==> config.mk <==
export PLATFORM = sky130hd
export DESIGN_NAME = burg_cfg
export DESIGN_NICKNAME = d
export VERILOG_FILES = /design/src/sv/burgers_stencil_step_core_assert.svh /design/src/sv/burg_pkg.sv /design/src/sv/burg_cfg.sv
export SDC_FILE = /design/constraint.sdc
export NUM_CORES = 1
export LEC_CHECK = 0
export BUFFER_PORTS_ARGS = -buffer_cell sky130_fd_sc_hd__buf_4
export CORE_ASPECT_RATIO = 1.4
export CORE_UTILIZATION = 46
export DETAILED_ROUTE_END_ITERATION = 8
export PLACE_DENSITY = 0.74
export SYNTH_ARGS = -nofsm -noshare
export SYNTH_HDL_FRONTEND = slang
export SYNTH_SLANG_ARGS = --single-unit
==> constraint.sdc <==
create_clock -name clk -period 1.35 [get_ports clk]
set_input_delay 0.135 -clock clk [delete_from_list [all_inputs] [get_ports clk]]
set_output_delay 0.135 -clock clk [all_outputs]
set_load 0.02 [all_outputs]
==> src/sv/burgers_stencil_step_core_assert.svh <==
// ----------------------------------------------------------------------------
// Stencil step core assertion macros
// Concurrent assertion shorthands that use the enclosing module's clk and
// rst_n. They compile to nothing when SYNTH is defined.
// ----------------------------------------------------------------------------
`ifndef BURGERS_STENCIL_STEP_CORE_ASSERT_SVH
`define BURGERS_STENCIL_STEP_CORE_ASSERT_SVH

`ifndef SYNTH

// The consequent holds in the same cycle as the antecedent.
`define BSS_ASSERT_IMPLY(lbl, ante, cons) \
  lbl: assert property (@(posedge clk) disable iff (!rst_n) (ante) |-> (cons)) \
    else $error("same-cycle implication failed");

// The consequent holds in the cycle after the antecedent.
`define BSS_ASSERT_NEXT(lbl, ante, cons) \
  lbl: assert property (@(posedge clk) disable iff (!rst_n) (ante) |=> (cons)) \
    else $error("next-cycle implication failed");

`else

`define BSS_ASSERT_IMPLY(lbl, ante, cons)
`define BSS_ASSERT_NEXT(lbl, ante, cons)

`endif

`endif

==> src/sv/burg_pkg.sv <==
// ----------------------------------------------------------------------------
// Burgers stencil package
// Widths, constants, command and status types shared by the stencil core.
// ----------------------------------------------------------------------------
`default_nettype none

package burg_pkg;

  // Field widths.
  localparam int VAL_W  = 16;   // Q3.12 velocity
  localparam int GAIN_W = 18;   // Q1.16 coefficient
  localparam int GEOM_W = 11;   // grid size registers
  localparam int POS_W  = 10;   // result row and column
  localparam int DATA_W = 32;   // register bus data
  localparam int ADDR_W = 5;    // register bus byte address

  // Datapath widths.
  localparam int K_W   = 23;         // advection coefficient (gain + b*u)
  localparam int B_W   = 18;         // second multiplier operand
  localparam int P_W   = K_W + B_W;  // product
  localparam int ACC_W = 28;         // result accumulator

  // Rounding shifts: gain*u to Q.16, everything else to Q.12.
  localparam int SH_K = 12;
  localparam int SH_V = 16;

  localparam int MIN_DIM    = 3;
  localparam int FIRST_UPD  = 2;
  localparam int GRID_RESET = 1024;
  localparam int VAL_MAX    = 32767;
  localparam int VAL_MIN    = -32768;

  typedef enum logic [2:0] {
    REG_GRID_COLS   = 3'd0,
    REG_GRID_ROWS   = 3'd1,
    REG_DIFF_X_GAIN = 3'd2,
    REG_DIFF_Y_GAIN = 3'd3,
    REG_ADV_X_GAIN  = 3'd4,
    REG_ADV_Y_GAIN  = 3'd5,
    REG_BURG_X_GAIN = 3'd6,
    REG_BURG_Y_GAIN = 3'd7
  } reg_idx_t;

  typedef enum logic [2:0] {
    MS_BX,
    MS_BY,
    MS_DX,
    MS_DY,
    MS_AX,
    MS_AY
  } mul_sel_t;

  typedef enum logic [1:0] {
    ACC_HOLD,
    ACC_INIT,
    ACC_ADD,
    ACC_SUB
  } acc_op_t;

  typedef struct packed {
    logic [GEOM_W-1:0]        grid_cols;
    logic [GEOM_W-1:0]        grid_rows;
    logic signed [GAIN_W-1:0] diff_x_gain;
    logic signed [GAIN_W-1:0] diff_y_gain;
    logic signed [GAIN_W-1:0] adv_x_gain;
    logic signed [GAIN_W-1:0] adv_y_gain;
    logic signed [GAIN_W-1:0] burg_x_gain;
    logic signed [GAIN_W-1:0] burg_y_gain;
  } cfg_t;

  typedef struct packed {
    logic     accept;
    logic     load;
    logic     mul_en;
    mul_sel_t mul_sel;
    logic     kx_load;
    logic     ky_load;
    acc_op_t  acc_op;
    logic     out_load;
  } cmd_t;

  typedef struct packed {
    logic has_result;
    logic out_free;
  } sts_t;

endpackage

`default_nettype wire

==> src/sv/burg_cfg.sv <==
// ----------------------------------------------------------------------------
// Burgers stencil configuration registers
// APB-style register file holding grid geometry and the update gains.
// ----------------------------------------------------------------------------
`default_nettype none

module burg_cfg
  import burg_pkg::*;
(
  input  logic              clk,
  input  logic              rst_n,
  input  logic              psel,
  input  logic              penable,
  input  logic              pwrite,
  input  logic [ADDR_W-1:0] paddr,
  input  logic [DATA_W-1:0] pwdata,
  output logic [DATA_W-1:0] prdata,
  output logic              pready,
  output cfg_t              cfg
);

  cfg_t     cfg_r;
  reg_idx_t idx;
  logic     wr_en;

  assign pready = 1'b1;
  assign idx    = reg_idx_t'(paddr[ADDR_W-1:2]);
  assign wr_en  = psel & penable & pwrite;
  assign cfg    = cfg_r;

  always_ff @(posedge clk) begin
    if (!rst_n) begin
      cfg_r.grid_cols   <= GEOM_W'(GRID_RESET);
      cfg_r.grid_rows   <= GEOM_W'(GRID_RESET);
      cfg_r.diff_x_gain <= '0;
      cfg_r.diff_y_gain <= '0;
      cfg_r.adv_x_gain  <= '0;
      cfg_r.adv_y_gain  <= '0;
      cfg_r.burg_x_gain <= '0;
      cfg_r.burg_y_gain <= '0;
    end else if (wr_en) begin
      case (idx)
        REG_GRID_COLS:   cfg_r.grid_cols   <= pwdata[GEOM_W-1:0];
        REG_GRID_ROWS:   cfg_r.grid_rows   <= pwdata[GEOM_W-1:0];
        REG_DIFF_X_GAIN: cfg_r.diff_x_gain <= pwdata[GAIN_W-1:0];
        REG_DIFF_Y_GAIN: cfg_r.diff_y_gain <= pwdata[GAIN_W-1:0];
        REG_ADV_X_GAIN:  cfg_r.adv_x_gain  <= pwdata[GAIN_W-1:0];
        REG_ADV_Y_GAIN:  cfg_r.adv_y_gain  <= pwdata[GAIN_W-1:0];
        REG_BURG_X_GAIN: cfg_r.burg_x_gain <= pwdata[GAIN_W-1:0];
        REG_BURG_Y_GAIN: cfg_r.burg_y_gain <= pwdata[GAIN_W-1:0];
        default: ;
      endcase
    end
  end

  always_comb begin
    prdata = '0;
    case (idx)
      REG_GRID_COLS:   prdata[GEOM_W-1:0] = cfg_r.grid_cols;
      REG_GRID_ROWS:   prdata[GEOM_W-1:0] = cfg_r.grid_rows;
      REG_DIFF_X_GAIN: prdata[GAIN_W-1:0] = cfg_r.diff_x_gain;
      REG_DIFF_Y_GAIN: prdata[GAIN_W-1:0] = cfg_r.diff_y_gain;
      REG_ADV_X_GAIN:  prdata[GAIN_W-1:0] = cfg_r.adv_x_gain;
      REG_ADV_Y_GAIN:  prdata[GAIN_W-1:0] = cfg_r.adv_y_gain;
      REG_BURG_X_GAIN: prdata[GAIN_W-1:0] = cfg_r.burg_x_gain;
      REG_BURG_Y_GAIN: prdata[GAIN_W-1:0] = cfg_r.burg_y_gain;
      default:         prdata = '0;
    endcase
  end

endmodule

`default_nettype wire

Word-level counts from Yosys, hierarchy flattened
Index checks and enable logic that the tools add are counted.
{"block": "totals", "elab_cells": 28, "output_inout_bits": 163, "ff_bits": 130}
{"block": "op_classes", "eq_ne": 7, "mux": 2, "n_reduce_logical": 9, "bitwise": 2}
{"cell": "11-bit one-hot mux with 8 select lines", "count": 1}
{"cell": "7-bit one-hot mux with 6 select lines", "count": 1}
{"cell": "2-bit AND reduction", "count": 8}
{"cell": "3-bit equality test, second input constant", "count": 4}
{"cell": "3-bit by 2-bit equality test with 1-bit output, second input constant", "count": 2}
{"cell": "3-bit by 1-bit equality test with 1-bit output, second input constant", "count": 1}
{"cell": "3-bit zero test", "count": 1}
{"cell": "1-bit AND", "count": 2}

Depth between registers and ports, before layout
Gate-level depths: netlist (run 1).
{"block": "depth", "ltp_word": 3, "mapped_depth": 7}

Worst setup path after synthesis (run 1)
No wires, ideal clock.
{"block": "synth_timing", "path_type": "input-to-output", "start": "input paddr[3]", "end": "output prdata[0]", "path_slack_ps": -154, "path_buffers": 3, "cell_stages": 7, "t_arrival_ps": 1369, "path_cell_list": "buf_4 -> nor2b_1 -> buf_2 -> buf_2 -> a221oi_1 -> a221oi_1 -> nor2_1"}
{"block": "synth_between", "elab_chain_cells": 2, "word_cells_on_any_way": 9}
{"element": "start: declaration", "line_no": "burg_cfg.sv:15", "rtl": "input logic [ADDR_W-1:0] paddr,"}
{"element": "3-bit equality test, or another cell as far along", "line_no": "burg_cfg.sv:58", "rtl": "case (idx)"}
{"element": "11-bit one-hot mux with 8 select lines (*)", "line_no": "burg_cfg.sv:58"}
{"element": "end: declaration", "line_no": "burg_cfg.sv:17", "rtl": "output logic [DATA_W-1:0] prdata,"}
Mark *: on every way between the ends. The rest lies on a longest branch, timed or not.

Worst setup path after layout (run 1)
{"block": "layout_timing", "start": "register cfg_r, in the netlist cfg[38]", "end": "output prdata[2]"}
{"block": "layout_between", "elab_chain_cells": 1}
{"element": "start: declaration", "line_no": "burg_cfg.sv:22", "rtl": "cfg_t cfg_r;"}
{"element": "11-bit one-hot mux with 8 select lines", "line_no": "burg_cfg.sv:58"}
Every way passes these cells.

==> results.cfg, run 1 <==
[clock_tree]
clockBufferDepth = 2
cts_inserted_buffers = 17
clock_latency_ns = 0.41
h-tree-depth = 4
cts.sinks = 130
cts_tree = yes
path_clk_slew_ns = 0.06
cts-root-buf = clkbuf_16

[logic_synthesis]
synth-edff-count = 0
synth_area_um2 = 6270
yosysSeqAreaShare_pct = 41.5
async_flop_share_pct = 0
synthCells = 751
synth_common_cells = nand2_1 (247), dfxtp_1 (130), a21boi_0 (79)
synthTopCellsByArea = dfxtp_1 (42%), nand2_1 (15%), a21boi_0 (9.5%), a21boi_1 (5.0%), mux2i_1 (4.3%)
ys_ff_latch = 130
synth_area_leader_cell = dfxtp_1
synth.most_common_cell = nand2_1
avgSynthCellArea_um2 = 8.35
yosysTopAreaCellShare_pct = 41.5
yosys_warnings = 0
ys.flop_type = dfxtp_1
synth_cell_types = 43

[floorplanning]
num_io_pins = 205
rows = 50
coreArea_um2 = 13300
fp.dieArea_um2 = 14100
dieWidth_um = 101
die_h_um = 140
initial_utilization_pct = 47.1

[timing]
fin_crit_sh_pct = 144
skew_ns = 0
hold_viol_final = 0
timing.fmax_ghz = 0.514
post-route-min-period_ns = 1.95
rsz0062_at_grt = true
layout_setup_ws_ns = -0.596
setup-tns-final_ns = -6.88
setup_viol = 18
slew_viol_final = 0
hold_slack_ns = 0.0184

[pwr]
switching_power_mw = 2.21
clkPwrFrac_pct = 48.2
p_int_mw = 7.13
p_seq_share_pct = 41.6
p_per_area_nw_per_um2 = 982
leakage_nw = 4.00
irDropWorstVdd_mv = 0.904
switching_share_pct = 23.7
finalPower_mw = 9.34
combPwrFrac_pct = 10.2

[final_layout]
final-seq-area_um2 = 2650
nets = 1064
multiInputGateArea_um2 = 3440
antenna_cells = 0
final_util_pct = 71.4
syn_to_final_growth_pct = 51.7
largest_register_ffs = 130
layout-drive-gt1-share_pct = 43.5
fillers = 1014

[outcome]
violations = negative setup slack
status = finished with violations

[global_routing]
antenna_found_initial = 0
grt_max_degree = 44
grt.overflow.total = 0
grt_pass1_wl_mm = 33.8
grt_pass1_vias = 6385
grtUsageTotal_pct = 31.7

[worst_setup_path]
crit_path_top_delay_cell = dfxtp_2
crit_arrival_ns = 1.81
setup.worst_path.end_class = primary output
path_cells = mux2_4, a22o_1, a221oi_2, buf_4, nor2_2, buf_6
slowest_delay_ns = 0.32
cp-start-kind = register
crit_type = reg -> out
crit_required_ns = 1.22
crit_fanout = 2

[drt]
drt_first_pass_iters = 5
routed_wl_mm = 22.1
wl_per_cell_um = 18.2
ant_nets = 0
remaining_drc_errors = 0
vias_per_cell = 5.29
vias = 6431
drt_iter0_markers = 297

[worst_hold_path]
hold_path_class = in -> reg

[place]
portBuffers = 173
preCtsSetupSlack_ns = -0.452
gp_congestion = 0.877
dp_hpwl_mm = 15.7

[job]
cap_violations = 0
==> per-layer routing <==
| layer | wire length [um] | part of all wire, % | GRT usage, % |
|---|---|---|---|
| met2 | 11600 | 53 | 56.8 |
| met3 | 1430 | 6.5 | 6.54 |
| met1 | 7770 | 35 | 33.3 |
| met4 | 1240 | 5.6 | 20.1 |
| met5 | 0 | 0 | 0 |
==> power by group through the flow <==
stage / registers (mW) / logic, mW / clock network [mW]
after global routing: 3.89 / 0.999 / 4.73
after floorplan: 4.00 / 0.493 / 0
final: 3.89 / 0.952 / 4.50
after detailed placement: 3.97 / 0.877 / 0
after global placement: 3.97 / 0.871 / 0
after CTS: 3.89 / 0.928 / 4.55
==> per-stage QoR <==
| step | area (um^2) | instances |
|---|---|---|
| 4_1_cts | 9430 | 1215 |
| 6_report | 9510 | 1216 |
| 5_1_grt | 9510 | 1216 |
| 2_1_floorplan | 6420 | 764 |
| 3_5_place_dp | 8530 | 1171 |
| 3_3_place_gp | 8530 | 1171 |
==> worst max-delay path: cells and delay by family, from the launching register on <==
kind            cells  cell delay, ns
buf+inv             2            0.28
mux                 1            0.27
flops               1            0.32
simple gates        1            0.03
compound gates      2            0.50
==> cell usage in the layout (no fill, tap or decap), drive strengths merged, types with 2 or more instances in the layout <==
cell	count
buf	318
nand2	248
dfxtp	130
a21boi	121
nor2	30
mux2i	27
clkbuf	22
a221oi	17
conb	15
a22o	14
mux2	14
inv	10
nor2b	9
o21ai	6
nand2b	5
or2	5
clkinv	4
a21oi	4
nand3	3
or3	3
clkinvlp	3
o22ai	3
mux4	2
a221o	2
a211oi	2
o22a	2
bufinv	2
nor3b	2
nor3	2
==> worst paths after layout <==
check / startpoint / end / slack (ns) / depth (start not counted)
worst max-delay path: cfg[38] / prdata[2] / -0.60 / 6
worst min-delay path: pwdata[14] / cfg[104] / 0.02 / 3
worst max register to register: cfg[97] / cfg[97] / 0.55 / 3
worst min register to register: cfg[44] / cfg[44] / 0.47 / 2
==> timing repair <==
action | CTS | global route
endpoints found under the hold margin | 1 | 0
resized for setup | 66 | 27
pin swaps | 18 | 14
hold buffers | 1 | 0
setup endpoints to repair | 18 | 18
setup buffers | 14 | 1
==> layout make-up <==
cell class / instances / area share (%)
inverters: 10 / 0.395
repair buffers: 319 / 27.1
clock buffers: 22 / 4.98
multi-input cells: 544 / 36.2
flip-flops and latches: 130 / 27.8
clock inverters: 9 / 1.12
well taps: 182 / 2.39
==> logic make-up (layout without fill, tap and decap cells) <==
group,Yosys count,after routing,synth area share (%)
other,2,15,0.120
buffers and inverters,90,360,8.32
and+or+nand+nor,311,311,21.2
AOI/OAI and AO/OA,175,175,21.3
muxes,43,43,7.54
DFF,130,130,41.5
(Power assumes the default switching activity.)
==> run 2: changes to the inputs <==
--- a/config.mk
+++ b/config.mk
@@ -5,11 +5,12 @@
 export SDC_FILE = /design/constraint.sdc
 export NUM_CORES = 1
 export LEC_CHECK = 0
+export ABC_AREA = 1
 export BUFFER_PORTS_ARGS = -buffer_cell sky130_fd_sc_hd__buf_4
 export CORE_ASPECT_RATIO = 1.4
 export CORE_UTILIZATION = 46
 export DETAILED_ROUTE_END_ITERATION = 8
-export PLACE_DENSITY = 0.74
+export PLACE_DENSITY = 0.75
 export SYNTH_ARGS = -nofsm -noshare
 export SYNTH_HDL_FRONTEND = slang
 export SYNTH_SLANG_ARGS = --single-unit
==> run 2 against run 1 <==
Final cell count rose by 6.9%. Clock power fell by 10%. Wire length rose by 9.7%. Critical path type unchanged. Sequential power rose by 1%. Sequential cell count did not move. The run still ends with negative setup slack left. Register-to-register slack got worse by 0.09 ns. Worst setup slack improved by 0.47 ns.
==> results.cfg, run 2 <==
[worst_hold_path]
hold_path_class = in -> reg

[drt]
routed_wl_mm = 24.2
met2_length_mm = 11.9
routed.top_layer = met4
wl_per_cell_um = 18.6
remaining_drc_errors = 0
drt_iter0_markers = 629
ant_nets = 0
drt_first_pass_iters = 6
met3_length_mm = 1.98
met1_length_mm = 8.73
vias_per_cell = 5.72
vias = 7430

[final_layout]
nets = 1158
multiInputGateArea_um2 = 3270
layout-drive-gt1-share_pct = 44.8
fillers = 1004
largest_register_ffs = 130
final_cell_mix = buf_4 (258), nor2_1 (170), o21ai_0 (117), nor3_1 (100), dfxtp_2 (88)
syn_to_final_growth_pct = 51.1
stdcell_area_um2 = 9250
final_cells = 1300
final_common_cell = buf_4
antenna_cells = 0
final-seq-area_um2 = 2720

[timing]
slew_viol_final = 0
fin_crit_sh_pct = 109
rsz0062_at_grt = true
post-route-min-period_ns = 1.48
worst_pin_slew_ns = 0.664
timing.fmax_ghz = 0.678
skew_ns = 0
setup_viol = 17
hold_slack_ns = 0.0255
layout_setup_ws_ns = -0.126
setup-tns-final_ns = -1.06
hold_viol_final = 0
relSlewSlack_pct = 55.7

[worst_setup_path]
crit_type = reg -> out
setup.worst_path.end_class = primary output
crit_arrival_ns = 1.34
crit_required_ns = 1.22
timing.rr.start = cfg[65]
worstSetupEndpoint = prdata[3]
crit_family = simple AND/OR/NAND/NOR gates
cp-start-kind = register
crit_fanout = 3
rrSetupSlack_ns = 0.46
startpoint = cfg[111]
path_cells = nand4_1, nand2_1, nor2_2, nand3_1, buf_6
r2r_cells = 4
r2r_end = cfg[65]
crit_buf_inv = 1
slowest_delay_ns = 0.34
crit_path_top_delay_cell = dfxtp_2
cp.depth = 5

[logic_synthesis]
synth.most_common_cell = nor2_1
yosys_warnings = 0
synth_common_cells = nor2_1 (212), dfxtp_1 (130), o21ai_0 (125)
synth-edff-count = 0
synth_area_leader_cell = dfxtp_1
ys_ff_latch = 130
async_flop_share_pct = 0
synthTopCellsByArea = dfxtp_1 (43%), nor2_1 (13%), o21ai_0 (10%), nor3_1 (8.2%), nand4_1 (5.1%)
synth_area_um2 = 6120
synthCells = 888
yosysTopAreaCellShare_pct = 42.5
ys.flop_type = dfxtp_1
yosysSeqAreaShare_pct = 42.5
avgSynthCellArea_um2 = 6.89
synth_cell_types = 27

[pwr]
switching_share_pct = 25.2
irDropWorstVdd_mv = 0.796
p_seq_share_pct = 43.9
clkPwrFrac_pct = 45.1
p_per_area_nw_per_um2 = 969
leakage_nw = 4.28
p_int_mw = 6.70
switching_power_mw = 2.26
finalPower_mw = 8.96
combPwrFrac_pct = 10.9

[outcome]
status = finished with violations
violations = negative setup slack

[place]
gp_congestion = 0.903
dpl_cell_area_um2 = 7840
dp_cells = 1222
portBuffers = 173
dp_hpwl_mm = 15.8

[clock_tree]
cts-root-buf = clkbuf_16
path_clk_slew_ns = 0.05
cts_tree = yes
cts_inserted_buffers = 17
cts_hold_buf = 0
clock_latency_ns = 0.41
cts.sinks = 130
h-tree-depth = 4
clockBufferDepth = 2

[floorplanning]
coreArea_um2 = 12900
num_io_pins = 205
rows = 49
fp.dieArea_um2 = 13800
initial_utilization_pct = 47.3
die_h_um = 138
dieWidth_um = 99.5

[job]
cap_violations = 0

[global_routing]
antenna_found_initial = 0
grtUsageTotal_pct = 33.7
grt_pass1_wl_mm = 35.7
grt_max_degree = 51
grt_pass1_vias = 6750
grt.overflow.total = 0
-- run 2: worst min-delay path by stage --
| stage | slack (ns) | start | cells past startpoint | to |
|---|---|---|---|---|
| floorplan | 0.28 | pwdata[17] | 2 | cfg[53] |
| global placement | 0.44 | pwdata[16] | 3 | cfg[88] |
| detailed placement | 0.44 | pwdata[16] | 3 | cfg[88] |
| CTS | 0.02 | pwdata[16] | 3 | cfg[88] |
| global route | 0.03 | pwdata[16] | 3 | cfg[16] |
| finish | 0.03 | pwdata[16] | 3 | cfg[88] |
-- run 2: timing repair --
| action | in CTS | in global routing |
|---|---|---|
| gates resized for setup | 152 | 67 |
| setup buffers | 38 | 20 |
| cloned | 0 | 0 |
| pin swaps | 49 | 50 |
| setup endpoints to repair | 18 | 18 |
-- run 2: per-stage QoR --
stage | utilization [%] | setup WS [ns]
3_3_place_gp | 60.6 | -0.0817
3_5_place_dp | 60.6 | -0.134
6_report | 71.5 | -0.126
2_1_floorplan | - | 0.115
4_1_cts | 69.2 | -0.0770
5_1_grt | 71.5 | -0.155
-- run 2: logic make-up (layout without fill, tap and decap cells) --
group,count (synthesis),after routing,synth area share (%)
simple gates,478,478,35.5
buf+inv,134,355,10.0
other cells,2,15,0.123
flops,130,130,42.5
compound gates,144,144,11.8
-- run 2: power by group through the flow --
stage | logic [mW] | registers, mW | clock network, mW
4_1_cts | 0.915 | 3.94 | 4.03
6_report | 0.981 | 3.94 | 4.04
3_5_place_dp | 0.859 | 4.02 | 0
2_1_floorplan | 0.442 | 4.06 | 0
3_3_place_gp | 0.852 | 4.02 | 0
5_1_grt | 1.02 | 3.94 | 4.21
-- run 2: tightest hold or removal path: cells and delay by family --
kind | cells | cell delay, ns
buf+inv | 1 | 0.13
simple gates | 2 | 0.14
-- run 2: cell type report --
class / count / share of cell area (%)
Clock buffer: 24 / 5.32
Clock inverter: 1 / 0.0541
Inverter: 39 / 1.60
Multi-Input combinational cell: 637 / 35.3
Sequential cell: 130 / 29.4
Tap cell: 178 / 2.41
Timing Repair Buffer: 291 / 25.9
-- run 2: layer usage --
metal / vias to the layer above / GRT usage (%)
li1: 3398 / -
met1: 3426 / 39.4
met2: 499 / 55.8
met3: 107 / 6.52
met4: 0 / 21.9
met5: - / 0
