$ cat src/sv/burgers_stencil_step_core_assert.svh
// ----------------------------------------------------------------------------
// Stencil step core assertion macros
// Concurrent assertion shorthands that use the enclosing module's clk and
// rst_n. They compile to nothing when SYNTH is defined.
// ----------------------------------------------------------------------------
`ifndef BURGERS_STENCIL_STEP_CORE_ASSERT_SVH
`define BURGERS_STENCIL_STEP_CORE_ASSERT_SVH

`ifndef SYNTH

// The consequent holds in the same cycle as the antecedent.
`define BSS_ASSERT_IMPLY(lbl, ante, cons) \
  lbl: assert property (@(posedge clk) disable iff (!rst_n) (ante) |-> (cons)) \
    else $error("same-cycle implication failed");

// The consequent holds in the cycle after the antecedent.
`define BSS_ASSERT_NEXT(lbl, ante, cons) \
  lbl: assert property (@(posedge clk) disable iff (!rst_n) (ante) |=> (cons)) \
    else $error("next-cycle implication failed");

`else

`define BSS_ASSERT_IMPLY(lbl, ante, cons)
`define BSS_ASSERT_NEXT(lbl, ante, cons)

`endif

`endif

$ cat src/sv/burg_pkg.sv
// ----------------------------------------------------------------------------
// Burgers stencil package
// Widths, constants, command and status types shared by the stencil core.
// ----------------------------------------------------------------------------
`default_nettype none

package burg_pkg;

  // Field widths.
  localparam int VAL_W  = 16;   // Q3.12 velocity
  localparam int GAIN_W = 18;   // Q1.16 coefficient
  localparam int GEOM_W = 11;   // grid size registers
  localparam int POS_W  = 10;   // result row and column
  localparam int DATA_W = 32;   // register bus data
  localparam int ADDR_W = 5;    // register bus byte address

  // Datapath widths.
  localparam int K_W   = 23;         // advection coefficient (gain + b*u)
  localparam int B_W   = 18;         // second multiplier operand
  localparam int P_W   = K_W + B_W;  // product
  localparam int ACC_W = 28;         // result accumulator

  // Rounding shifts: gain*u to Q.16, everything else to Q.12.
  localparam int SH_K = 12;
  localparam int SH_V = 16;

  localparam int MIN_DIM    = 3;
  localparam int FIRST_UPD  = 2;
  localparam int GRID_RESET = 1024;
  localparam int VAL_MAX    = 32767;
  localparam int VAL_MIN    = -32768;

  typedef enum logic [2:0] {
    REG_GRID_COLS   = 3'd0,
    REG_GRID_ROWS   = 3'd1,
    REG_DIFF_X_GAIN = 3'd2,
    REG_DIFF_Y_GAIN = 3'd3,
    REG_ADV_X_GAIN  = 3'd4,
    REG_ADV_Y_GAIN  = 3'd5,
    REG_BURG_X_GAIN = 3'd6,
    REG_BURG_Y_GAIN = 3'd7
  } reg_idx_t;

  typedef enum logic [2:0] {
    MS_BX,
    MS_BY,
    MS_DX,
    MS_DY,
    MS_AX,
    MS_AY
  } mul_sel_t;

  typedef enum logic [1:0] {
    ACC_HOLD,
    ACC_INIT,
    ACC_ADD,
    ACC_SUB
  } acc_op_t;

  typedef struct packed {
    logic [GEOM_W-1:0]        grid_cols;
    logic [GEOM_W-1:0]        grid_rows;
    logic signed [GAIN_W-1:0] diff_x_gain;
    logic signed [GAIN_W-1:0] diff_y_gain;
    logic signed [GAIN_W-1:0] adv_x_gain;
    logic signed [GAIN_W-1:0] adv_y_gain;
    logic signed [GAIN_W-1:0] burg_x_gain;
    logic signed [GAIN_W-1:0] burg_y_gain;
  } cfg_t;

  typedef struct packed {
    logic     accept;
    logic     load;
    logic     mul_en;
    mul_sel_t mul_sel;
    logic     kx_load;
    logic     ky_load;
    acc_op_t  acc_op;
    logic     out_load;
  } cmd_t;

  typedef struct packed {
    logic has_result;
    logic out_free;
  } sts_t;

endpackage

`default_nettype wire

$ cat src/sv/burg_ctrl.sv
// ----------------------------------------------------------------------------
// Burgers stencil controller
// Sequences one item: line store access, six products on the shared
// multiplier, and the hand-off into the output register.
// ----------------------------------------------------------------------------
`default_nettype none

module burg_ctrl
  import burg_pkg::*;
(
  input  logic clk,
  input  logic rst_n,
  input  logic in_valid,
  output logic in_ready,
  input  sts_t sts,
  output cmd_t cmd
);

  typedef enum logic [8:0] {
    S_IDLE = 9'b0_0000_0001,
    S_LOAD = 9'b0_0000_0010,
    S_MBX  = 9'b0_0000_0100,
    S_MBY  = 9'b0_0000_1000,
    S_MDX  = 9'b0_0001_0000,
    S_MDY  = 9'b0_0010_0000,
    S_MAX  = 9'b0_0100_0000,
    S_MAY  = 9'b0_1000_0000,
    S_FIN  = 9'b1_0000_0000
  } state_t;

  state_t state_r;
  state_t state_nxt;

  always_ff @(posedge clk) begin
    if (!rst_n) begin
      state_r <= S_IDLE;
    end else begin
      state_r <= state_nxt;
    end
  end

  assign in_ready = (state_r == S_IDLE);

  always_comb begin
    state_nxt   = state_r;
    cmd         = '0;
    cmd.mul_sel = MS_BX;
    cmd.acc_op  = ACC_HOLD;
    case (state_r)
      S_IDLE: begin
        cmd.accept = in_valid;
        if (in_valid) begin
          state_nxt = S_LOAD;
        end
      end
      S_LOAD: begin
        cmd.load  = 1'b1;
        state_nxt = sts.has_result ? S_MBX : S_IDLE;
      end
      S_MBX: begin
        cmd.mul_en  = 1'b1;
        cmd.mul_sel = MS_BX;
        cmd.acc_op  = ACC_INIT;
        state_nxt   = S_MBY;
      end
      S_MBY: begin
        cmd.mul_en  = 1'b1;
        cmd.mul_sel = MS_BY;
        cmd.kx_load = 1'b1;
        state_nxt   = S_MDX;
      end
      S_MDX: begin
        cmd.mul_en  = 1'b1;
        cmd.mul_sel = MS_DX;
        cmd.ky_load = 1'b1;
        state_nxt   = S_MDY;
      end
      S_MDY: begin
        cmd.mul_en  = 1'b1;
        cmd.mul_sel = MS_DY;
        cmd.acc_op  = ACC_ADD;
        state_nxt   = S_MAX;
      end
      S_MAX: begin
        cmd.mul_en  = 1'b1;
        cmd.mul_sel = MS_AX;
        cmd.acc_op  = ACC_ADD;
        state_nxt   = S_MAY;
      end
      S_MAY: begin
        cmd.mul_en  = 1'b1;
        cmd.mul_sel = MS_AY;
        cmd.acc_op  = ACC_SUB;
        state_nxt   = S_FIN;
      end
      S_FIN: begin
        // Wait here while the output register still holds an untaken item.
        if (sts.out_free) begin
          cmd.out_load = 1'b1;
          state_nxt    = S_IDLE;
        end
      end
      default: begin
        state_nxt = S_IDLE;
      end
    endcase
  end

  `include "burgers_stencil_step_core_assert.svh"

  `BSS_ASSERT_NEXT(a_accept_then_load, cmd.accept, state_r == S_LOAD)
  `BSS_ASSERT_NEXT(a_halo_returns_idle, (state_r == S_LOAD) && !sts.has_result, state_r == S_IDLE)

endmodule

`default_nettype wire

$ cat config.mk
export PLATFORM = sky130hd
export DESIGN_NAME = burg_ctrl
export DESIGN_NICKNAME = d
export VERILOG_FILES = /design/src/sv/burg_pkg.sv /design/src/sv/burg_ctrl.sv
export VERILOG_INCLUDE_DIRS = /design/src /design/src/sv
export SDC_FILE = /design/constraint.sdc
export NUM_CORES = 1
export LEC_CHECK = 0
export BUFFER_PORTS_ARGS = -buffer_cell sky130_fd_sc_hd__buf_2
export CORE_UTILIZATION = 47
export CTS_BUF_LIST = sky130_fd_sc_hd__clkbuf_8
export CTS_CLUSTER_SIZE = 12
export DETAILED_ROUTE_END_ITERATION = 8
export PLACE_DENSITY = 0.81
export RECOVER_POWER = 25
export SETUP_SLACK_MARGIN = 0.4
export SYNTH_ARGS = -nofsm -noshare
export SYNTH_HDL_FRONTEND = slang
export SYNTH_SLANG_ARGS = --single-unit
$ cat constraint.sdc
create_clock -name clk -period 1.5 [get_ports clk]
set_input_delay 0.225 -clock clk [delete_from_list [all_inputs] [get_ports clk]]
set_output_delay 0.225 -clock clk [all_outputs]
set_load 0.05 [all_outputs]
==> results of run 1 <==
==> kinds of logic after synthesis <==
| family | count (synthesis) |
|---|---|
| xor gates and xnor gates | 4 |
| DFF | 9 |
| and+or+nand+nor | 44 |
| AOI/OAI and AO/OA | 10 |
| buffers and inverters | 7 |
==> through the flow <==
step	setup slack, ns	hold slack [ns]	TNS, ns	utilization
after global placement	-0.211	0.455	-1.53	0.813
after floorplan	-0.159	0.331	-0.812	-
after detailed placement	-0.244	0.463	-2.39	0.813
==> synth_stat cells (all sizes together), types with 2 or more instances <==
library cell,count
buf,3
nand2,8
nor3b,2
o31ai,2
nand2b,2
dfxtp,9
nand3,2
xnor2,3
inv,3
nor2,14
nor4b,4
nor3,4
and3,3
==> results.json, run 1 <==
{
  "ys_seq_area_frac": 0.291,
  "die_height_microns": 38.3,
  "io_pins": 17,
  "postCtsSetupRepairBufs": 10,
  "numPortBuffers": 16,
  "async_reset_ff_frac": 0,
  "syn_avg_cell_area_sq_um": 8.37,
  "synth_area_sq_um": 619,
  "synthSimpleGateAreaFrac": 0.444,
  "synth_xor_area_frac": 0.0566,
  "place.detailed.instances": 120,
  "synth_compound_area_frac": 0.147,
  "synthTopCellsByArea": "dfxtp_1, nor2_1, nand2_1, xnor2_1, nor4b_4",
  "hpwl_microns": 1430,
  "cts_resized": 57,
  "placed_cell_area_sq_um": 952,
  "firstError": "[ERROR DPL-0038] Utilization greater than 100%, impossible to legalize",
  "start_util": 0.529,
  "place_congestion": 0.857,
  "synthCells": 74,
  "syn_nets": 79,
  "yosysWarningCount": 0,
  "clock-sinks": 9,
  "synth_cell_types": 35,
  "synth-adder-area-share": 0,
  "synth_top_cell_area_share": 0.291,
  "synth_mux_area_frac": 0,
  "hold_buffers": 0,
  "cts_buffer_depth": 2,
  "ys.flop_type": "dfxtp_1",
  "synth_edf_count": 0,
  "stop_stage": "clock tree synthesis (4_1_cts)",
  "status": "aborted with a tool error",
  "synth_seq_cells": 9,
  "row_count": 12,
  "cts_buffers": 3,
  "synth_top_family_by_area": "simple AND/OR/NAND/NOR gates",
  "clock-root-buffer": "clkbuf_8",
  "synth_top_area_cell": "dfxtp_1",
  "h-tree-depth": 1,
  "die_w_microns": 38.3
}
==> run 2: changes to the inputs <==
CORE_AREA = 2 2 63 65   (was unset)
CORE_UTILIZATION = unset   (was 47)
CTS_BUF_LIST = unset   (was sky130_fd_sc_hd__clkbuf_8)
CTS_CLUSTER_SIZE = unset   (was 12)
DIE_AREA = 0 0 65 67   (was unset)
PLACE_DENSITY = unset   (was 0.81)
PLACE_DENSITY_LB_ADDON = 0.15   (was unset)
SETUP_SLACK_MARGIN = unset   (was 0.4)
clock period = 1.95 ns   (was 1.5 ns; I/O delays follow)
==> run 2 against run 1 <==
The flow now finishes without violations. Area after synthesis stayed put. Synthesized cell count unchanged.
==> results.json, run 2 <==
{
  "status": "complete, no violations",
  "start_kind": "flip-flop",
  "synthCells": 74,
  "end_kind": "output pin",
  "fin_skew_ns": 0.00280,
  "endpoint": "cmd[8]",
  "place_congestion": 0.744,
  "power.density_nw_per_um2": 564,
  "synth_cell_types": 35,
  "synth_top_area_cell": "dfxtp_1",
  "grt_max_degree": 11,
  "syn_avg_cell_area_sq_um": 8.37,
  "grt_pass1_vias": 617,
  "whs_path_depth": 3,
  "cts_buffer_depth": 2,
  "hp-class": "input port to flip-flop",
  "reg2reg_from": "state_r[2]$_SDFFE_PN0P_",
  "power_uw": 523,
  "slew_violations": 0,
  "routed_wl_microns": 1720,
  "area_delta_synth_final_pct": 49.7,
  "worst_pin_slew_ns": 0.303,
  "hold_ws_ns": 0.297,
  "r2r-end": "state_r[4]$_SDFFE_PN0P_",
  "die_w_microns": 65,
  "ant_nets": 0,
  "cts_buffers": 3,
  "layout.cells.non_filler": 145,
  "clock-sinks": 9,
  "ff2ff_setup_slack_ns": 0.33,
  "startpoint": "state_r[2]$_SDFFE_PN0P_",
  "cp_data_arrival_time_ns": 1.63,
  "numPortBuffers": 16,
  "clkTransAtPathRegs_ns": 0.05,
  "synth_common_cells": "nor2_1, dfxtp_1, nand2_1",
  "slowest_stage": "dfxtp_4",
  "die_height_microns": 67,
  "tns_ns": 0,
  "hpwl_microns": 1310,
  "hold_viol": 0,
  "track_usage": 0.0891,
  "nFillCells": 403,
  "seqCellArea_sq_um": 190,
  "final_cell_mix": "nor2_1, buf_2, buf_4, nand2_1, dfxtp_1",
  "slowest_delay_ns": 0.37,
  "drc_errors": 0,
  "drive_above_1_share": 0.485,
  "num_antenna_cells": 0,
  "synth_edf_count": 0,
  "viasPerCell": 4.27,
  "rr_worst_depth": 6,
  "largest_register_ffs": 9,
  "layout_commonest_cell": "nor2_1",
  "post-route-period-util": 0.988,
  "maxCapViolations": 0,
  "period_minus_slack_ns": 1.93,
  "ys_seq_area_frac": 0.291,
  "antenna_found_initial": 0,
  "grt_overflow_total": 0,
  "reg.largest.list": "state_r: 9 flops",
  "multi_input_area_sq_um": 448,
  "start_util": 0.172,
  "h-tree-depth": 1,
  "postCtsSetupRepairBufs": 0,
  "synth_top_cell_area_share": 0.291,
  "dieArea_sq_um": 4360,
  "async_reset_ff_frac": 0,
  "hold_buffers": 0,
  "tritoncts": "built",
  "setup_violations": 0,
  "synth_area_sq_um": 619,
  "grt_pass1_wl_microns": 2850,
  "vdd_drop_max_mv": 0.418,
  "crit_chain": "nor4_4, nand2_2, o21ai_0, and3_2, buf_8",
  "drt_iter0_drc": 25,
  "coreArea_sq_um": 3610,
  "routedWlPerCell_microns": 11.8,
  "ys.flop_type": "dfxtp_1",
  "clock-root-buffer": "clkbuf_8",
  "cp_max_fo": 6,
  "syn_nets": 79,
  "path_class": "flip-flop to output pin",
  "synthTopCellsByArea": "dfxtp_1, nor2_1, nand2_1, xnor2_1, nor4b_4",
  "rsz0062_at_grt": "true",
  "num_vias": 619,
  "power.leakage_uw": 0.000366,
  "yosysWarningCount": 0,
  "insertion_delay_ns": 0.23,
  "io_pins": 17,
  "slew_headroom": 0.797,
  "place.detailed.instances": 141,
  "synth_seq_cells": 9,
  "drtPass1Iterations": 4,
  "nNetsFinal": 103,
  "crit_required_ns": 1.66,
  "regMostFlops": "state_r",
  "yosysMostFrequentCell": "nor2_1",
  "fmax_ghz": 0.519,
  "row_count": 22,
  "final_util": 0.257
}
==> run 2: worst max-delay path, delay by kind of cell (launching register included) <==
kind / cells / cell delay (ns)
buf+inv: 1 / 0.15
simple gates: 3 / 0.69
compound gates: 1 / 0.18
flops: 1 / 0.37
==> run 2: layout make-up <==
| type | instances | share of cell area |
|---|---|---|
| clock buffer | 4 | 0.0486 |
| inverter | 3 | 0.0121 |
| multi-input combinational | 58 | 0.483 |
| sequential | 9 | 0.205 |
| tap | 48 | 0.0648 |
| timing repair buffer | 23 | 0.186 |
==> run 2: worst min-delay path by stage <==
stage | from | end | slack, ns
CTS | sts[1] | state_r[2]$_SDFFE_PN0P_ | 0.29
global route | sts[1] | state_r[2]$_SDFFE_PN0P_ | 0.31
finish | sts[1] | state_r[2]$_SDFFE_PN0P_ | 0.30
global placement | sts[1] | state_r[2]$_SDFFE_PN0P_ | 0.55
detailed placement | sts[1] | state_r[2]$_SDFFE_PN0P_ | 0.55
floorplan | sts[1] | state_r[2]$_SDFFE_PN0P_ | 0.41
==> run 2: cells by family after synthesis <==
kind of cell	count (synthesis)	synth area share
and+or+nand+nor	44	0.444
AOI/OAI and AO/OA	10	0.147
DFF	9	0.291
buffers and inverters	7	0.0606
xor gates and xnor gates	4	0.0566
==> run 2: layer usage <==
layer	track usage	wire length [microns]	vias up
li1	-	-	310
met1	0.113	811	293
met2	0.133	804	14
met3	0.0338	86	2
met4	0.0399	14	0
met5	0	0	-
==> run 2: metrics by stage <==
stage          instance area [sq um]  setup slack, ns
6_report                         927           0.0242
5_1_grt                          927          -0.0660
4_1_cts                          868          -0.0187
3_5_place_dp                     798           0.0951
3_3_place_gp                     798           0.0987
2_1_floorplan                    632           -0.262
==> run 2: power breakdown <==
part	total [uW]	internal, uW	switching, uW
sequential	192	186	6.05
clock	219	143	76.7
combinational	112	44.0	67.6
==> run 2: repair_timing <==
item                       in CTS  in global routing
setup endpoints to repair       4                  7
pin swaps                       0                  3
gates resized for setup         8                 21
(Power assumes the default switching activity.)
==> run 3: changes to the inputs <==
ABC_CLOCK_PERIOD_IN_PS = 1950   (was unset)
MAX_ROUTING_LAYER = met4   (was unset)
==> run 3 against run 2 <==
Clock power about the same. Cell count unchanged. Critical path type unchanged. Largest power group unchanged. First-iteration DRC count down 4.0%. Final area unchanged. Worst setup slack worse by 0.0019 ns. Non-clock buffer count unchanged.
==> results.json, run 3 (synthesis gave the netlist of run 2 again) <==
{
  "status": "complete, no violations",
  "cts_buffer_depth": 2,
  "reg.largest.list": "state_r: 9 flops",
  "endpoint": "cmd[8]",
  "clock-sinks": 9,
  "seqCellArea_sq_um": 190,
  "drtPass1Iterations": 4,
  "end_kind": "output pin",
  "maxCapViolations": 0,
  "tritoncts": "built",
  "drive_above_1_share": 0.485,
  "reg2reg_from": "state_r[2]$_SDFFE_PN0P_",
  "p_sw_frac": 0.288,
  "hold_buffers": 0,
  "clock-root-buffer": "clkbuf_8",
  "r2r-end": "state_r[4]$_SDFFE_PN0P_",
  "grt_overflow_total": 0,
  "routedWlPerCell_microns": 11.9,
  "cts_buffers": 3,
  "grt_max_degree": 11,
  "fmax_ghz": 0.519,
  "start_kind": "flip-flop",
  "area_delta_synth_final_pct": 49.7,
  "nFillCells": 403,
  "grt_pass1_wl_microns": 2860,
  "place_congestion": 0.753,
  "hp-class": "input port to flip-flop",
  "routed_wl_microns": 1720,
  "regMostFlops": "state_r",
  "num_vias": 617,
  "numPortBuffers": 16,
  "track_usage": 0.0915,
  "row_count": 22,
  "viasPerCell": 4.26,
  "grt_pass1_vias": 618,
  "largest_register_ffs": 9,
  "crit_required_ns": 1.66,
  "period_minus_slack_ns": 1.93,
  "nNetsFinal": 103,
  "h-tree-depth": 1,
  "multi_input_area_sq_um": 448,
  "crit_chain": "nor4_4, nand2_2, o21ai_0, and3_2, buf_8",
  "drc_errors": 0,
  "slew_violations": 0,
  "post-route-period-util": 0.989,
  "setup_violations": 0,
  "power.density_nw_per_um2": 565,
  "fin_skew_ns": 0.00282,
  "power_switching_uw": 151,
  "p_int_uw": 373,
  "setup_slack_ns": 0.0223,
  "antenna_found_initial": 0,
  "rsz0062_at_grt": "true",
  "io_pins": 17,
  "layout.cells.non_filler": 145,
  "rr_worst_depth": 6,
  "num_antenna_cells": 0,
  "clkPwrFrac": 0.419,
  "layout_commonest_cell": "nor2_1",
  "start_util": 0.172,
  "cp_max_fo": 6,
  "power_frac_comb": 0.213,
  "ff2ff_setup_slack_ns": 0.33,
  "dieArea_sq_um": 4360,
  "place.detailed.instances": 141,
  "clkTransAtPathRegs_ns": 0.05,
  "postCtsSetupRepairBufs": 0,
  "slowest_stage": "dfxtp_4",
  "pre_cts_slack_ns": 0.0951,
  "hpwl_microns": 1310,
  "ant_nets": 0,
  "final_cell_mix": "nor2_1, buf_2, buf_4, nand2_1, dfxtp_1",
  "coreArea_sq_um": 3610,
  "die_w_microns": 65,
  "insertion_delay_ns": 0.23,
  "slew_headroom": 0.797,
  "power.leakage_uw": 0.000366,
  "vdd_drop_max_mv": 0.418,
  "worst_pin_slew_ns": 0.303,
  "drt_iter0_drc": 24,
  "cp_num_buf_inv": 1,
  "path_class": "flip-flop to output pin",
  "startpoint": "state_r[2]$_SDFFE_PN0P_",
  "slowest_delay_ns": 0.37,
  "die_height_microns": 67,
  "seqPwrFrac": 0.367,
  "crit_family": "simple AND/OR/NAND/NOR gates",
  "cp_data_arrival_time_ns": 1.64,
  "hold_viol": 0,
  "cp.depth": 5
}
-- run 3: cell counts in the layout (fill, tap and decap cells not counted) --
No cell type changed its count.
-- run 3: what timing repair did --
action / CTS / global route
resized for setup: 8 / 21
pin swaps: 0 / 3
endpoints found under the setup margin: 4 / 7
-- run 3: routing by layer --
layer / routed length, microns / track usage
met2: 807 / 0.133
met3: 86 / 0.0338
met5: 0 / -
met4: 14 / 0.0399
met1: 813 / 0.113
-- run 3: power groups by stage --
stage               Combinational, uW  Clock (uW)  Sequential [uW]
floorplan                        70.4           0              198
CTS                               108         226              195
finish                            112         220              192
global placement                  108           0              198
detailed placement                107           0              198
global route                      121         243              193
-- run 3: stage by stage --
step           total power, uW  hold WS, ns   util  setup TNS (ns)  instance area, sq um
2_1_floorplan              269        0.406      -          -0.262                   632
3_3_place_gp               307        0.553  0.221               0                   798
3_5_place_dp               306        0.546  0.221               0                   798
4_1_cts                    529        0.289  0.241         -0.0187                   868
5_1_grt                    556        0.307  0.257         -0.0977                   927
6_report                   524        0.296  0.257               0                   927
-- run 3: worst min-delay path by stage --
stage	from	endpoint	slack [ns]	depth (start not counted)
finish	sts[1]	state_r[2]$_SDFFE_PN0P_	0.30	3
global route	sts[1]	state_r[2]$_SDFFE_PN0P_	0.31	3
CTS	sts[1]	state_r[2]$_SDFFE_PN0P_	0.29	3
detailed placement	sts[1]	state_r[2]$_SDFFE_PN0P_	0.55	3
global placement	sts[1]	state_r[2]$_SDFFE_PN0P_	0.55	3
floorplan	sts[1]	state_r[2]$_SDFFE_PN0P_	0.41	2
-- run 3: area by class of cell --
class / instances / area share
Clock buffer: 4 / 0.0486
Inverter: 3 / 0.0121
Multi-Input combinational cell: 58 / 0.483
Sequential cell: 9 / 0.205
Timing Repair Buffer: 23 / 0.186
Tap cell: 48 / 0.0648
-- run 3: tightest hold or removal path: cells and delay by family --
| kind | cells | cell delay (ns) |
|---|---|---|
| AND/OR/NAND/NOR | 2 | 0.09 |
| buffers and inverters | 1 | 0.11 |
==> run 4: changes to the inputs <==
==> constraint.sdc (replaced) <==
create_clock -name clk -period 1.95 [get_ports clk]
set_input_delay 0 -clock clk [delete_from_list [all_inputs] [get_ports clk]]
set_output_delay 0 -clock clk [all_outputs]
set_load 0.05 [all_outputs]
==> run 4 against run 3 <==
Hold slack lost 0.29 ns. Core utilization shrank 2.9 points. Sequential share of layout area grew 1.6 points. Sequential cell count is the same. Clock power is essentially flat. Via count shrank 0.81%. Die area is the same. Total power shrank 1.8%. Critical endpoint is now cmd[0]. Largest cell class unchanged.
==> results.json, run 4 (synthesis gave the netlist of run 2 again) <==
{
  "status": "complete, no violations",
  "slew_violations": 0,
  "setup_violations": 0,
  "coreArea_sq_um": 3610,
  "drive_above_1_share": 0.361,
  "tns_ns": 0,
  "final_util": 0.228,
  "grt_overflow_total": 0,
  "antenna_found_initial": 0,
  "row_count": 22,
  "layout.cells.non_filler": 145,
  "layout_commonest_cell": "buf_2",
  "regMostFlops": "state_r",
  "fmax_ghz": 0.553,
  "grt_pass1_wl_microns": 2780,
  "h-tree-depth": 1,
  "clock-root-buffer": "clkbuf_8",
  "tritoncts": "built",
  "drt_iter0_drc": 4,
  "crit_required_ns": 1.95,
  "nFillCells": 413,
  "end_kind": "output pin",
  "hpwl_microns": 1320,
  "multi_input_area_sq_um": 395,
  "largest_register_ffs": 9,
  "seqCellArea_sq_um": 181,
  "grt_max_degree": 11,
  "slew_headroom": 0.608,
  "numPortBuffers": 16,
  "grt_pass1_vias": 599,
  "cp_max_fo": 5,
  "clock-sinks": 9,
  "hold_viol": 0,
  "rsz0062_at_grt": "false",
  "worst_pin_slew_ns": 0.591,
  "start_kind": "flip-flop",
  "clkTransAtPathRegs_ns": 0.05,
  "drc_errors": 0,
  "ant_nets": 0,
  "place.detailed.instances": 141,
  "die_height_microns": 67,
  "die_w_microns": 65,
  "insertion_delay_ns": 0.23,
  "routed_wl_microns": 1630,
  "cp_data_arrival_time_ns": 1.81,
  "hp-class": "input port to flip-flop",
  "cts_buffer_depth": 2,
  "dieArea_sq_um": 4360,
  "track_usage": 0.0870,
  "num_vias": 612,
  "area_delta_synth_final_pct": 32.5,
  "power.leakage_uw": 0.000341,
  "viasPerCell": 4.22,
  "vdd_drop_max_mv": 0.269,
  "cts_buffers": 3,
  "drtPass1Iterations": 4,
  "nNetsFinal": 103,
  "io_pins": 17,
  "reg.largest.list": "state_r: 9 flops",
  "power.density_nw_per_um2": 626,
  "place_congestion": 0.705,
  "final_cell_mix": "buf_2, nor2_1, dfxtp_1, nand2_1, buf_4",
  "path_class": "flip-flop to output pin",
  "hold_buffers": 0,
  "period_minus_slack_ns": 1.81,
  "start_util": 0.172,
  "maxCapViolations": 0,
  "num_antenna_cells": 0,
  "routedWlPerCell_microns": 11.2,
  "postCtsSetupRepairBufs": 0,
  "post-route-period-util": 0.928,
  "fin_skew_ns": 0.00144
}
## run 4: changes by cell type in the layout (fill, tap and decap cells not counted), moves of 2 or more
cell	before	now
clkbuf_1	1	3
nor2_1	11	13
buf_4	8	6
buf_6	4	0
nor2_2	3	1
dfxtp_1	5	8
dfxtp_4	2	0
buf_2	9	15
## run 4: critical path, stage by stage, from the launching register on
cell	delay [ns]
dfxtp_1	0.36
nor4_4	0.45
nand2_2	0.14
nor2_1	0.18
and4b_1	0.20
buf_2	0.25
## run 4: final cells by class
type	instances	area share
Timing Repair Buffer	23	0.155
Sequential cell	9	0.221
Tap cell	48	0.0732
Multi-Input combinational cell	58	0.482
Inverter	3	0.0137
Clock buffer	4	0.0549
## run 4: layer usage
metal	share of wire	routed length, microns	GRT usage
met3	0.038	61	0.0203
met1	0.53	858	0.118
met5	0	0	-
met2	0.43	694	0.121
met4	0.0068	11	0.0399
## run 4: worst paths after layout
check	cells past startpoint	slack (ns)	endpoint	startpoint
min reg2reg	1	0.56	state_r[7]$_SDFFE_PN0P_	state_r[7]$_SDFFE_PN0P_
max reg2reg	6	0.16	state_r[4]$_SDFFE_PN0P_	state_r[3]$_SDFFE_PN0P_
max	5	0.14	cmd[0]	state_r[3]$_SDFFE_PN0P_
min	3	0.01	state_r[2]$_SDFFE_PN0P_	sts[1]
## run 4: repair_timing
item                                   4_1_cts  5_1_grt
endpoints found under the hold margin        0        0
resized for setup                            0        1
setup endpoints to repair                    0        1
## run 4: per-stage QoR
step | instance area [sq um] | hold WS (ns) | setup slack, ns | total power, uW
floorplan | 627 | 0.114 | 0.0300 | 268
global placement | 793 | 0.251 | 0.134 | 301
detailed placement | 793 | 0.258 | 0.162 | 300
CTS | 838 | 0.0114 | 0.106 | 526
global route | 821 | 0.0244 | 0.0239 | 546
finish | 821 | 0.0111 | 0.140 | 514
## run 4: power breakdown
group          internal [uW]  leakage (uW)  switching [uW]
clock                    143     0.0000228            80.0
combinational           34.3      0.000244            62.1
sequential               189     0.0000735            5.95
